--- src/design/fp64_fmod_pkg.sv ---
// package for the fp64 remainder unit: constants and state codes
package fp64_fmod_pkg;
  localparam logic [63:0] QNAN_BITS  = 64'h7FF8000000000000;
  localparam logic [63:0] INF_BITS   = 64'h7FF0000000000000;
  localparam logic [63:0] ABS_MASK   = 64'h7FFFFFFFFFFFFFFF;
  localparam logic [63:0] SIGN_MASK  = 64'h8000000000000000;
  localparam logic [51:0] FRAC_MASK  = 52'hFFFFFFFFFFFFF;
  localparam int          EXP_W      = 13;
  localparam int          SIG_W      = 54;

  localparam logic [2:0] ST_IDLE  = 3'd0;
  localparam logic [2:0] ST_NORMX = 3'd1;
  localparam logic [2:0] ST_NORMY = 3'd2;
  localparam logic [2:0] ST_DIV   = 3'd3;
  localparam logic [2:0] ST_NORMR = 3'd4;
  localparam logic [2:0] ST_DENRM = 3'd5;
  localparam logic [2:0] ST_DONE  = 3'd6;
endpackage

--- src/design/fp64_remainder_fmod_unit.sv ---
// fp64 fmod unit: shift-subtract remainder of two binary64 words
// operation: special cases go straight to the done state; otherwise subnormal operands are
//   normalized, the shift-subtract loop runs over the exponent difference, then the result is
//   normalized or denormalized; one bit per cycle
// throughput: one word at a time, busy high for the whole operation
// reset: synchronous active-low rst_n clears the sequencer and out_valid
module fp64_remainder_fmod_unit import fp64_fmod_pkg::*; (
  input  logic        clk,
  input  logic        rst_n,
  input  logic        start,
  output logic        busy,
  input  logic [63:0] in_dividend_bits,
  input  logic [63:0] in_divisor_bits,
  output logic        out_valid,
  output logic [63:0] out_remainder_bits
);
  logic [2:0]            state_r, state_nxt;
  logic [SIG_W-1:0]      mx_r, mx_nxt;
  logic [52:0]           my_r, my_nxt;
  logic signed [EXP_W-1:0] ex_r, ex_nxt, ey_r, ey_nxt;
  logic [63:0]           sign_r, sign_nxt;
  logic [63:0]           res_r, res_nxt;
  logic                  valid_nxt;

  // subtract/compare unit for the divide loop
  logic [SIG_W:0] diff;
  logic           ge;
  assign diff = {1'b0, mx_r} - {2'b0, my_r};
  assign ge   = !diff[SIG_W];

  logic [63:0] ax, ay;
  assign ax = in_dividend_bits & ABS_MASK;
  assign ay = in_divisor_bits & ABS_MASK;

  assign busy = (state_r != ST_IDLE);

  // sequencer
  always_comb begin
    state_nxt = state_r;
    mx_nxt = mx_r; my_nxt = my_r; ex_nxt = ex_r; ey_nxt = ey_r;
    sign_nxt = sign_r; res_nxt = res_r; valid_nxt = 1'b0;
    unique case (state_r)
      ST_IDLE: begin
        if (start) begin
          sign_nxt = in_dividend_bits & SIGN_MASK;
          mx_nxt = {1'b0, (ax[62:52] != 11'd0), ax[51:0]};
          my_nxt = {(ay[62:52] != 11'd0), ay[51:0]};
          ex_nxt = (ax[62:52] == 11'd0) ? EXP_W'(1) : EXP_W'({2'b0, ax[62:52]});
          ey_nxt = (ay[62:52] == 11'd0) ? EXP_W'(1) : EXP_W'({2'b0, ay[62:52]});
          if (ax > INF_BITS || ay > INF_BITS || ax == INF_BITS || ay == 64'd0) begin
            res_nxt = QNAN_BITS; state_nxt = ST_DONE;
          end else if (ay == INF_BITS || ax < ay) begin
            res_nxt = in_dividend_bits; state_nxt = ST_DONE;
          end else begin
            state_nxt = ST_NORMX;
          end
        end
      end
      ST_NORMX: begin
        if (mx_r[52]) state_nxt = ST_NORMY;
        else begin mx_nxt = mx_r << 1; ex_nxt = ex_r - EXP_W'(1); end
      end
      ST_NORMY: begin
        if (my_r[52]) state_nxt = ST_DIV;
        else begin my_nxt = my_r << 1; ey_nxt = ey_r - EXP_W'(1); end
      end
      ST_DIV: begin
        if (ex_r > ey_r) begin
          mx_nxt = (ge ? diff[SIG_W-1:0] : mx_r) << 1;
          ex_nxt = ex_r - EXP_W'(1);
        end else begin
          mx_nxt = ge ? diff[SIG_W-1:0] : mx_r;
          state_nxt = ST_NORMR;
        end
      end
      ST_NORMR: begin
        if (mx_r == '0) begin
          res_nxt = sign_r; state_nxt = ST_DONE;
        end else if (!mx_r[52]) begin
          mx_nxt = mx_r << 1; ey_nxt = ey_r - EXP_W'(1);
        end else if (ey_r >= EXP_W'(1)) begin
          res_nxt = sign_r | {1'b0, ey_r[10:0], mx_r[51:0]};
          state_nxt = ST_DONE;
        end else begin
          state_nxt = ST_DENRM;
        end
      end
      ST_DENRM: begin
        // shift right until exponent reaches 1
        if (ey_r < EXP_W'(1)) begin
          mx_nxt = mx_r >> 1; ey_nxt = ey_r + EXP_W'(1);
        end else begin
          res_nxt = sign_r | {11'd0, mx_r[52:0]};
          state_nxt = ST_DONE;
        end
      end
      ST_DONE: begin
        valid_nxt = 1'b1; state_nxt = ST_IDLE;
      end
      default: state_nxt = ST_IDLE;
    endcase
  end

  // control registers
  always_ff @(posedge clk) begin
    if (!rst_n) begin
      state_r <= ST_IDLE;
      out_valid <= 1'b0;
    end else begin
      state_r <= state_nxt;
      out_valid <= valid_nxt;
    end
  end

  // datapath registers
  always_ff @(posedge clk) begin
    mx_r <= mx_nxt; my_r <= my_nxt; ex_r <= ex_nxt; ey_r <= ey_nxt;
    sign_r <= sign_nxt; res_r <= res_nxt;
  end

  assign out_remainder_bits = res_r;

  // result strobe only leaving the done state
  assert property (@(posedge clk) disable iff (!rst_n)
    out_valid |-> $past(state_r) == ST_DONE) else $error("stray strobe");
  // no new word taken while busy
  assert property (@(posedge clk) disable iff (!rst_n)
    (busy && state_r != ST_DONE) |=> busy) else $error("busy dropped early");
  // divide loop keeps mx below twice my whenever the top bit of mx is set
  assert property (@(posedge clk) disable iff (!rst_n)
    state_r == ST_DIV |-> mx_r[53] == 1'b0 || mx_r < {my_r, 1'b0})
    else $error("remainder invariant broken");
endmodule

--- config.mk ---
export PLATFORM = sky130hd
export DESIGN_NAME = fp64_remainder_fmod_unit
export DESIGN_NICKNAME = d
export VERILOG_FILES = /design/src/design/fp64_fmod_pkg.sv /design/src/design/fp64_remainder_fmod_unit.sv
export SDC_FILE = /design/constraint.sdc
export NUM_CORES = 1
export LEC_CHECK = 0
export BUFFER_PORTS_ARGS = -buffer_cell sky130_fd_sc_hd__buf_4
export CAP_MARGIN = 40
export CORE_MARGIN = 2
export CORE_UTILIZATION = 37
export DETAILED_ROUTE_END_ITERATION = 10
export PLACE_DENSITY_LB_ADDON = 0.15
export SYNTH_ARGS = -nofsm -noshare
export SYNTH_HDL_FRONTEND = slang
export SYNTH_SLANG_ARGS = --single-unit
--- constraint.sdc ---
create_clock -name clk -period 6.4 [get_ports clk]
set_input_delay 0.32 -clock clk [delete_from_list [all_inputs] [get_ports clk]]
set_output_delay 0.32 -clock clk [all_outputs]
set_load 0.005 [all_outputs]
Yosys cells after proc, flatten, opt, wreduce, memory -nomap -nowiden
Cells that the tools add are included.
{"block": "word_totals", "register_bits": 202, "word_cells": 113, "out_inout_bits": 66, "inputBits": 131}
{"block": "classes", "reduce_logical": 26, "mux": 42, "order_cmp": 6, "bitwise_logic": 2, "add_sub_neg": 4, "n_eq_ne": 23}
{"operator": "64-bit two-way mux", "n": 7}
{"operator": "54-bit two-way mux", "n": 6}
{"operator": "54-bit case mux with 5 select lines", "n": 1}
{"operator": "64-bit case mux with 3 select lines", "n": 1}
{"operator": "63-bit equality test (second input constant)", "n": 2}
{"operator": "63-bit > comparator (second input constant)", "n": 2}
{"operator": "53-bit two-way mux", "n": 2}
{"operator": "53-bit case mux with 2 select lines", "n": 1}
{"operator": "13-bit two-way mux", "n": 8}
{"operator": "64-bit zero test", "n": 1}
{"operator": "64-bit by 53-bit bitwise OR with 64-bit output", "n": 1}
{"operator": "64-bit by 63-bit bitwise OR with 64-bit output", "n": 1}
{"operator": "63-bit less-than comparator", "n": 1}
{"operator": "54-bit by 53-bit subtractor with 55-bit output", "n": 1}
{"operator": "54-bit zero test", "n": 1}
{"operator": "13-bit case mux with 4 select lines", "n": 1}
{"operator": "13-bit case mux with 3 select lines", "n": 1}
{"operator": "3-bit two-way mux", "n": 9}
{"operator": "13-bit by 2-bit subtractor with 13-bit output (second input constant)", "n": 2}
{"operator": "11-bit zero test", "n": 2}
{"operator": "11-bit two-way mux", "n": 2}
{"operator": "2-bit inequality test (second input constant)", "n": 11}
{"operator": "11-bit nonzero test", "n": 2}
{"operator": "3-bit case mux with 6 select lines", "n": 1}
{"operator": "21 further kinds", "n": 36}

Logic depth before layout (Yosys ltp)
Gate-level depths: netlist (run 1).
{"block": "logic_depth", "depth_word": 7, "mapped_depth": 15, "ltp_nobuf": 13}

Worst setup path after synthesis (run 1)
OpenSTA, ideal clock, no wires.
{"block": "synth_timing", "path_type": "flip-flop to flip-flop", "start": "register state_r[1]", "end": "register my_r[0], enable pin", "setup_slack_ps": 939, "required_ps": 5866, "n_path_buf": 3, "setup_time_ps": 534, "t_arrival_ps": 4928, "path_stages_with_launch": 7, "path_cell_list": "dfxtp_1 clkbuf_1 nor2b_1 nand2b_1 clkbuf_1 clkbuf_1 o21ai_0"}
{"block": "synth_via", "elab_chain_cells": 3, "elab_cells_between_ends": 6}
{"element": "start, declared", "line": "fp64_remainder_fmod_unit.sv:17", "text": "logic [2:0] state_r, state_nxt;"}
{"element": "start signal, assigned", "line": "fp64_remainder_fmod_unit.sv:110", "text": "state_r <= state_nxt;"}
{"element": "3-bit by 2-bit equality test with 1-bit output or 3-bit zero test (tied branches)", "line": "fp64_remainder_fmod_unit.sv:42", "text": "unique case (state_r)"}
{"element": "2-bit inequality test (no source line) or 2-bit nonzero test (tied branches)"}
{"element": "3-bit AND reduction (no source line) *"}
{"element": "end signal, assigned", "line": "fp64_remainder_fmod_unit.sv:117", "text": "mx_r <= mx_nxt; my_r <= my_nxt; ex_r <= ex_nxt; ey_r <= ey_nxt;"}
{"element": "end, declared", "line": "fp64_remainder_fmod_unit.sv:19", "text": "logic [52:0] my_r, my_nxt;"}
Every way passes the cells marked *; elsewhere a longest branch is shown, timed or not.
A chain may end at the register's enable or synchronous reset.

Final worst setup path (run 1)
{"block": "layout_timing", "start": "register mx_r[0]", "end": "register mx_r[52] (data pin)"}
{"block": "layout_via", "elab_chain_cells": 4}
{"element": "start, declared", "line": "fp64_remainder_fmod_unit.sv:18", "text": "logic [SIG_W-1:0] mx_r, mx_nxt;"}
{"element": "start signal, assigned", "line": "fp64_remainder_fmod_unit.sv:117"}
{"element": "54-bit by 53-bit subtractor with 55-bit output", "line": "fp64_remainder_fmod_unit.sv:28", "text": "assign diff = {1'b0, mx_r} - {2'b0, my_r};"}
{"element": "54-bit two-way mux", "line": "fp64_remainder_fmod_unit.sv:72", "text": "mx_nxt = ge ? diff[SIG_W-1:0] : mx_r;"}
{"element": "54-bit two-way mux", "line": "fp64_remainder_fmod_unit.sv:68", "text": "if (ex_r > ey_r) begin"}
{"element": "54-bit case mux with 5 select lines", "line": "fp64_remainder_fmod_unit.sv:42"}
{"element": "via mx_nxt[52]", "line": "fp64_remainder_fmod_unit.sv:18"}
The timed path passes the listed nets, and every way through them passes these cells. The select of a mux whose other input is x is not followed.

==> impl_metrics.ini, run 1 <==
[final_layout]
drive_gt1_share_pct = 14.80
final_cell_count_no_fill = 2607
fin_util_pct = 43.92
num-fill-cells = 4423
seq_area_mm2 = 0.006026
final_nets = 2263
multi_input_area_mm2 = 0.009614
areaGrowthSynthToFinish_pct = 17.11

[clocking]
cts_max_level = 1
numCtsBuffers = 25
insertion_delay_ns = 0.56
post_cts_buffers = 0
clkTransAtPathRegs_ns = 0.06
cts_resized = 0
cts_tree = built
clk_path_buf_depth = 3
cts-root-buf = clkbuf_16
cts.sink_count = 202

[logic_synthesis]
avgSynthCellArea_um2 = 8.937
syn_inst = 1860
synthTopCellsByArea = edfxtp_1 (36%), ha_1 (9.9%), nand2_1 (4.6%)
async_reset_ff_share_pct = 0
netlist_top_cells_count = nand2_1 (202), edfxtp_1 (198), inv_1 (152)
synth_area_mm2 = 0.01662
yosysWarnings = 0
synth_edf_count = 198
ys_ff_latch = 202
synth-seq-area-share_pct = 36.25
synth_flop_cell = edfxtp_1
yosysUniqueCellTypes = 76
synth_top_cell_area_share_pct = 35.77
synth_most_common_cell = nand2_1
synth_top_area_cell = edfxtp_1
synth_nets = 2124

[timing]
slew_headroom_pct = 38.28
fin_crit_sh_pct = 76.09
hold_viol = 0
slew_violations = 0
finClkSkew_ns = 0.01523
fin_crit_ns = 4.870
tns_ns = 0
max_freq_mhz = 205.4
tightest_slew_ns = 0.9161
finalSetupViolations = 0
rsz0062_at_grt = false

[route]
drt_iter0_drc = 1490
wl_per_cell_um = 23.18
ant_nets = 0
routed_wl_um = 60430
firstDrtPassIters = 6
vias = 15626
drc = 0
viasPerCell = 5.994

[run]
timing.max_cap.violations = 0

[floorplanning]
ios = 197
rows = 77
die_w_um = 216.0
dieHeight_um = 216.0
die-area_mm2 = 0.04664
start_util_pct = 37.51
core_region_area_mm2 = 0.04432

[min_path]
hold_class = input pin to register

[critical_path]
worstSetupStartpointType = register
critPathCaptureType = register
cp.arrival_ns = 5.26
slowest_stage = and2_1
slowest_delay_ns = 0.81
crit_type = register to register
path_max_fanout = 25
path_cells = inv_1 -> ha_1 -> fa_1 -> nor2b_1 -> o211ai_1 -> a31o_2 -> o211ai_2 -> nand4_1 -> a21oi_2 -> or2_2 -> and2_1 -> nand3_1 -> a22oi_1
cp.required_ns = 6.79

[global_route]
grt_antenna_before_repair = 1
grt_pass1_wl_um = 92200
grt_max_degree = 60
globalRouteTotalUtil_pct = 25.37
gr-total-overflow = 0
grt_pass1_vias = 15465

[placement]
dpl.cell_count = 2563
globalplace.congestion = 0.9257
hpwl_um = 45390
port_buffers = 195

[power_and_ir_drop]
vdd_drop_max_mv = 0.2933
power_mw = 11.32
powerDensity_mw_per_mm2 = 581.5
p_leak_nw = 8.193

[run_status]
status = finished clean
==> power by group <==
group	total, mW	internal, mW	switching, mW
logic	6.88	2.71	4.17
clock network	1.38	0.788	0.595
registers	3.06	2.43	0.625
total	11.3	5.93	5.39
==> area by class of cell <==
type | count | share of cell area, %
timing repair buffer | 228 | 9.050
tap | 592 | 3.805
antenna | 1 | 0.01286
clock buffer | 30 | 3.310
clock inverter | 12 | 0.5463
multi-input combinational | 1390 | 49.39
sequential | 202 | 30.96
inverter | 152 | 2.931
==> layout by cell type (no fill, tap or decap), types with 5 or more instances in the layout <==
cell type | synthesis | routed
nor4_1 | 41 | 41
nor3_1 | 34 | 31
a22oi_1 | 17 | 17
nand2_1 | 202 | 201
xor2_1 | 18 | 18
a21o_1 | 55 | 55
a31oi_1 | 24 | 24
nand2b_1 | 13 | 12
xnor2_1 | 53 | 53
a22o_1 | 50 | 50
mux2i_1 | 32 | 32
mux2_2 | 7 | 7
or3_1 | 8 | 8
a21oi_1 | 111 | 111
nand4_1 | 44 | 44
a221oi_1 | 24 | 24
o22ai_1 | 34 | 34
a221o_1 | 29 | 29
o21ai_0 | 98 | 97
o211ai_1 | 14 | 14
and2_1 | 8 | 8
o31ai_1 | 59 | 58
inv_1 | 152 | 152
ha_1 | 132 | 132
o22a_1 | 22 | 22
edfxtp_1 | 198 | 198
o21a_1 | 18 | 18
nor2_1 | 102 | 100
clkbuf_16 | 0 | 25
o221ai_1 | 7 | 7
a211oi_1 | 6 | 6
nand3_1 | 30 | 30
and3_1 | 11 | 10
clkinv_1 | 0 | 6
buf_4 | 2 | 220
or2_2 | 6 | 7
clkbuf_1 | 89 | 5
nor2b_1 | 14 | 12
o21bai_1 | 8 | 8
==> cells by family after synthesis <==
group / Yosys count / share of synthesized area (%)
muxes: 39 / 2.401
buffers and inverters: 268 / 6.413
and+or+nand+nor: 524 / 14.81
adders and majority gates: 133 / 10.06
xor gates and xnor gates: 71 / 3.741
AOI/OAI and AO/OA: 623 / 26.32
DFF: 202 / 36.25
==> worst max-delay path: cells and delay by family (launching register included) <==
| family | cells | cell delay (ns) |
|---|---|---|
| AOI/OAI and AO/OA | 5 | 1.43 |
| adders and majority gates | 2 | 0.64 |
| buffers and inverters | 1 | 0.08 |
| DFF | 1 | 0.37 |
| and+or+nand+nor | 5 | 2.16 |
==> layer usage <==
metal / up-vias / wire length (um) / track usage, %
li1: 7366 / - / -
met1: 7507 / 26320 / 33.84
met2: 649 / 27370 / 41.11
met3: 104 / 4597 / 4.877
met4: 0 / 2139 / 8.767
met5: - / 0 / 0
==> repair_timing <==
item	CTS	global route
hold buffers	1	0
endpoints found under the setup margin	0	0
hold endpoints to repair	1	0
==> final timing paths <==
kind                                           start                          endpoint  slack [ns]  cells after the start
worst max-delay path               mx_r[0]$_DFFE_PP_                mx_r[52]$_DFFE_PP_        1.53                     13
worst min-delay path                           rst_n              out_valid$_SDFF_PN0_        0.04                      2
worst max register to register     mx_r[0]$_DFFE_PP_                mx_r[52]$_DFFE_PP_        1.53                     13
worst min register to register  sign_r[63]$_DFFE_PP_  out_remainder_bits[63]$_DFFE_PP_        0.57                      1
==> registers in the layout (all words and copies together), names as in the netlist <==
name                flops
mx_r                   54
ex_r                   13
sign_r                  1
ey_r                   13
my_r                   53
out_valid               1
out_remainder_bits     64
state_r                 3
==> through the flow <==
stage	setup WS [ns]	hold slack, ns	cell area (um^2)
4_1_cts	1.663	0.02447	19460
6_report	1.530	0.03901	19470
5_1_grt	1.304	0.03947	19460
3_3_place_gp	1.727	0.5131	18620
3_5_place_dp	1.684	0.5156	18700
2_1_floorplan	0.9388	0.4189	16620
Power figures use the tool's default switching activity.
==> run 2, diff against run 1 <==
==> constraint.sdc (replaced) <==
create_clock -name clk -period 5.1 [get_ports clk]
set_input_delay 0.255 -clock clk [delete_from_list [all_inputs] [get_ports clk]]
set_output_delay 0.255 -clock clk [all_outputs]
set_load 0.005 [all_outputs]
==> run 2 against run 1 <==
Final area is 4.7% higher. Sequential share of layout area is 1.4 points lower. Critical path depth is 1 higher. Setup slack worse by 0.70 ns. Total power is 29% higher. Clock power is 41% higher. Critical endpoint is now mx_r[28]$_DFFE_PP_. Sequential power is 25% higher. Register-to-register slack worse by 0.70 ns. Clock skew is 0.017 ns higher. Flip-flop and latch count stayed put.
==> impl_metrics.ini, run 2 (synthesis gave the netlist of run 1 again) <==
[run_status]
status = finished clean

[final_layout]
areaGrowthSynthToFinish_pct = 22.63
drive_gt1_share_pct = 15.27
final_cell_count_no_fill = 2694
most-common-layout-cells = buf_4 (238), nand2_1 (201), edfxtp_1 (198), inv_1 (152), ha_1 (132)
finalInstanceArea_mm2 = 0.02038
antenna_cells = 0
final_nets = 2347
largest_reg_flops = 64
fin_util_pct = 46.00
final_common_cell = buf_4

[timing]
tns_ns = 0
slew_headroom_pct = 43.41
fin_hold_ws_ns = 0.01234
rsz0062_at_grt = false
max_freq_mhz = 234.2
hold_viol = 0
tightest_slew_ns = 0.8489
finalSetupViolations = 0
fin_crit_sh_pct = 83.71
finClkSkew_ns = 0.03209
worst_slack_ns = 0.8310
slew_violations = 0
fin_crit_ns = 4.269

[floorplanning]
die-area_mm2 = 0.04664
die_w_um = 216.0
start_util_pct = 37.51
dieHeight_um = 216.0
ios = 197
rows = 77
core_region_area_mm2 = 0.04432

[clocking]
cts_max_level = 1
cts_resized = 0
numCtsBuffers = 26
clkTransAtPathRegs_ns = 0.06
cts.sink_count = 202
post_cts_buffers = 0
cts_tree = built
cts_hold_buf = 66
cts-root-buf = clkbuf_16
insertion_delay_ns = 0.58
clk_path_buf_depth = 3

[global_route]
gr-total-overflow = 0
grt_pass1_vias = 15792
grt_pass1_wl_um = 94910
grt_antenna_before_repair = 2
globalRouteTotalUtil_pct = 25.93
grt_max_degree = 78

[placement]
place_ws_ns = 0.7052
port_buffers = 195
place_area_mm2 = 0.01884
hpwl_um = 46210
globalplace.congestion = 0.9270
dpl.cell_count = 2581

[power_and_ir_drop]
vdd_drop_max_mv = 0.3339
power_mw = 14.63
p_leak_nw = 8.625
powerDensity_mw_per_mm2 = 717.6

[run]
timing.max_cap.violations = 0

[route]
drc = 0
routed_wl_um = 61490
viasPerCell = 5.916
firstDrtPassIters = 7
vias = 15939
ant_nets = 0
wl_per_cell_um = 22.83
drt_iter0_drc = 1493

[critical_path]
cp.required_ns = 5.41
worstSetupStartpointType = register
path_max_fanout = 9
crit_type = register to register
cp.arrival_ns = 4.58
critPathCaptureType = register

[min_path]
hold_class = input pin to register
-- run 2: path summary, 6_finish.rpt --
path / start / endpoint / slack (ns) / cells after the start
min: in_dividend_bits[25] / out_remainder_bits[25]$_DFFE_PP_ / 0.01 / 2
max: mx_r[0]$_DFFE_PP_ / mx_r[28]$_DFFE_PP_ / 0.83 / 14
max reg2reg: mx_r[0]$_DFFE_PP_ / mx_r[28]$_DFFE_PP_ / 0.83 / 14
min reg2reg: sign_r[63]$_DFFE_PP_ / out_remainder_bits[63]$_DFFE_PP_ / 0.54 / 1
-- run 2: report_power, final --
| part | total, mW | switching (mW) | internal, mW |
|---|---|---|---|
| Sequential | 3.84 | 0.787 | 3.05 |
| Clock | 1.95 | 0.784 | 1.17 |
| Combinational | 8.84 | 5.32 | 3.51 |
| Total | 14.6 | 6.89 | 7.74 |
-- run 2: cell type report --
| type | count | area (um^2) |
|---|---|---|
| repair buffers | 311 | 2556 |
| clock buffers | 34 | 700.7 |
| clock inverters | 13 | 182.7 |
| flip-flops and latches | 202 | 6026 |
| well taps | 592 | 740.7 |
| fillers | 4357 | 23930 |
| multi-input cells | 1390 | 9608 |
| inverters | 152 | 570.5 |
-- run 2: critical path, stage by stage (launching register included) --
cell and delay [ns]:
edfxtp_1 0.37, inv_1 0.09, ha_1 0.23, fa_1 0.41
nor2b_1 0.16, o211ai_1 0.15, a31o_2 0.29, o211ai_2 0.35
nand4_1 0.23, a21oi_2 0.36, or2_2 0.36, buf_4 0.22
mux2_2 0.34, a222oi_1 0.30, o211ai_1 0.14
-- run 2: layer usage --
metal,GRT usage (%),wire [um],vias to the layer above,part of all wire [%]
li1,-,-,7507,-
met2,43.30,28680,586,47
met3,3.425,3599,101,5.9
met4,7.215,1762,2,2.9
met1,35.19,27430,7743,45
met5,0,15,-,0.024
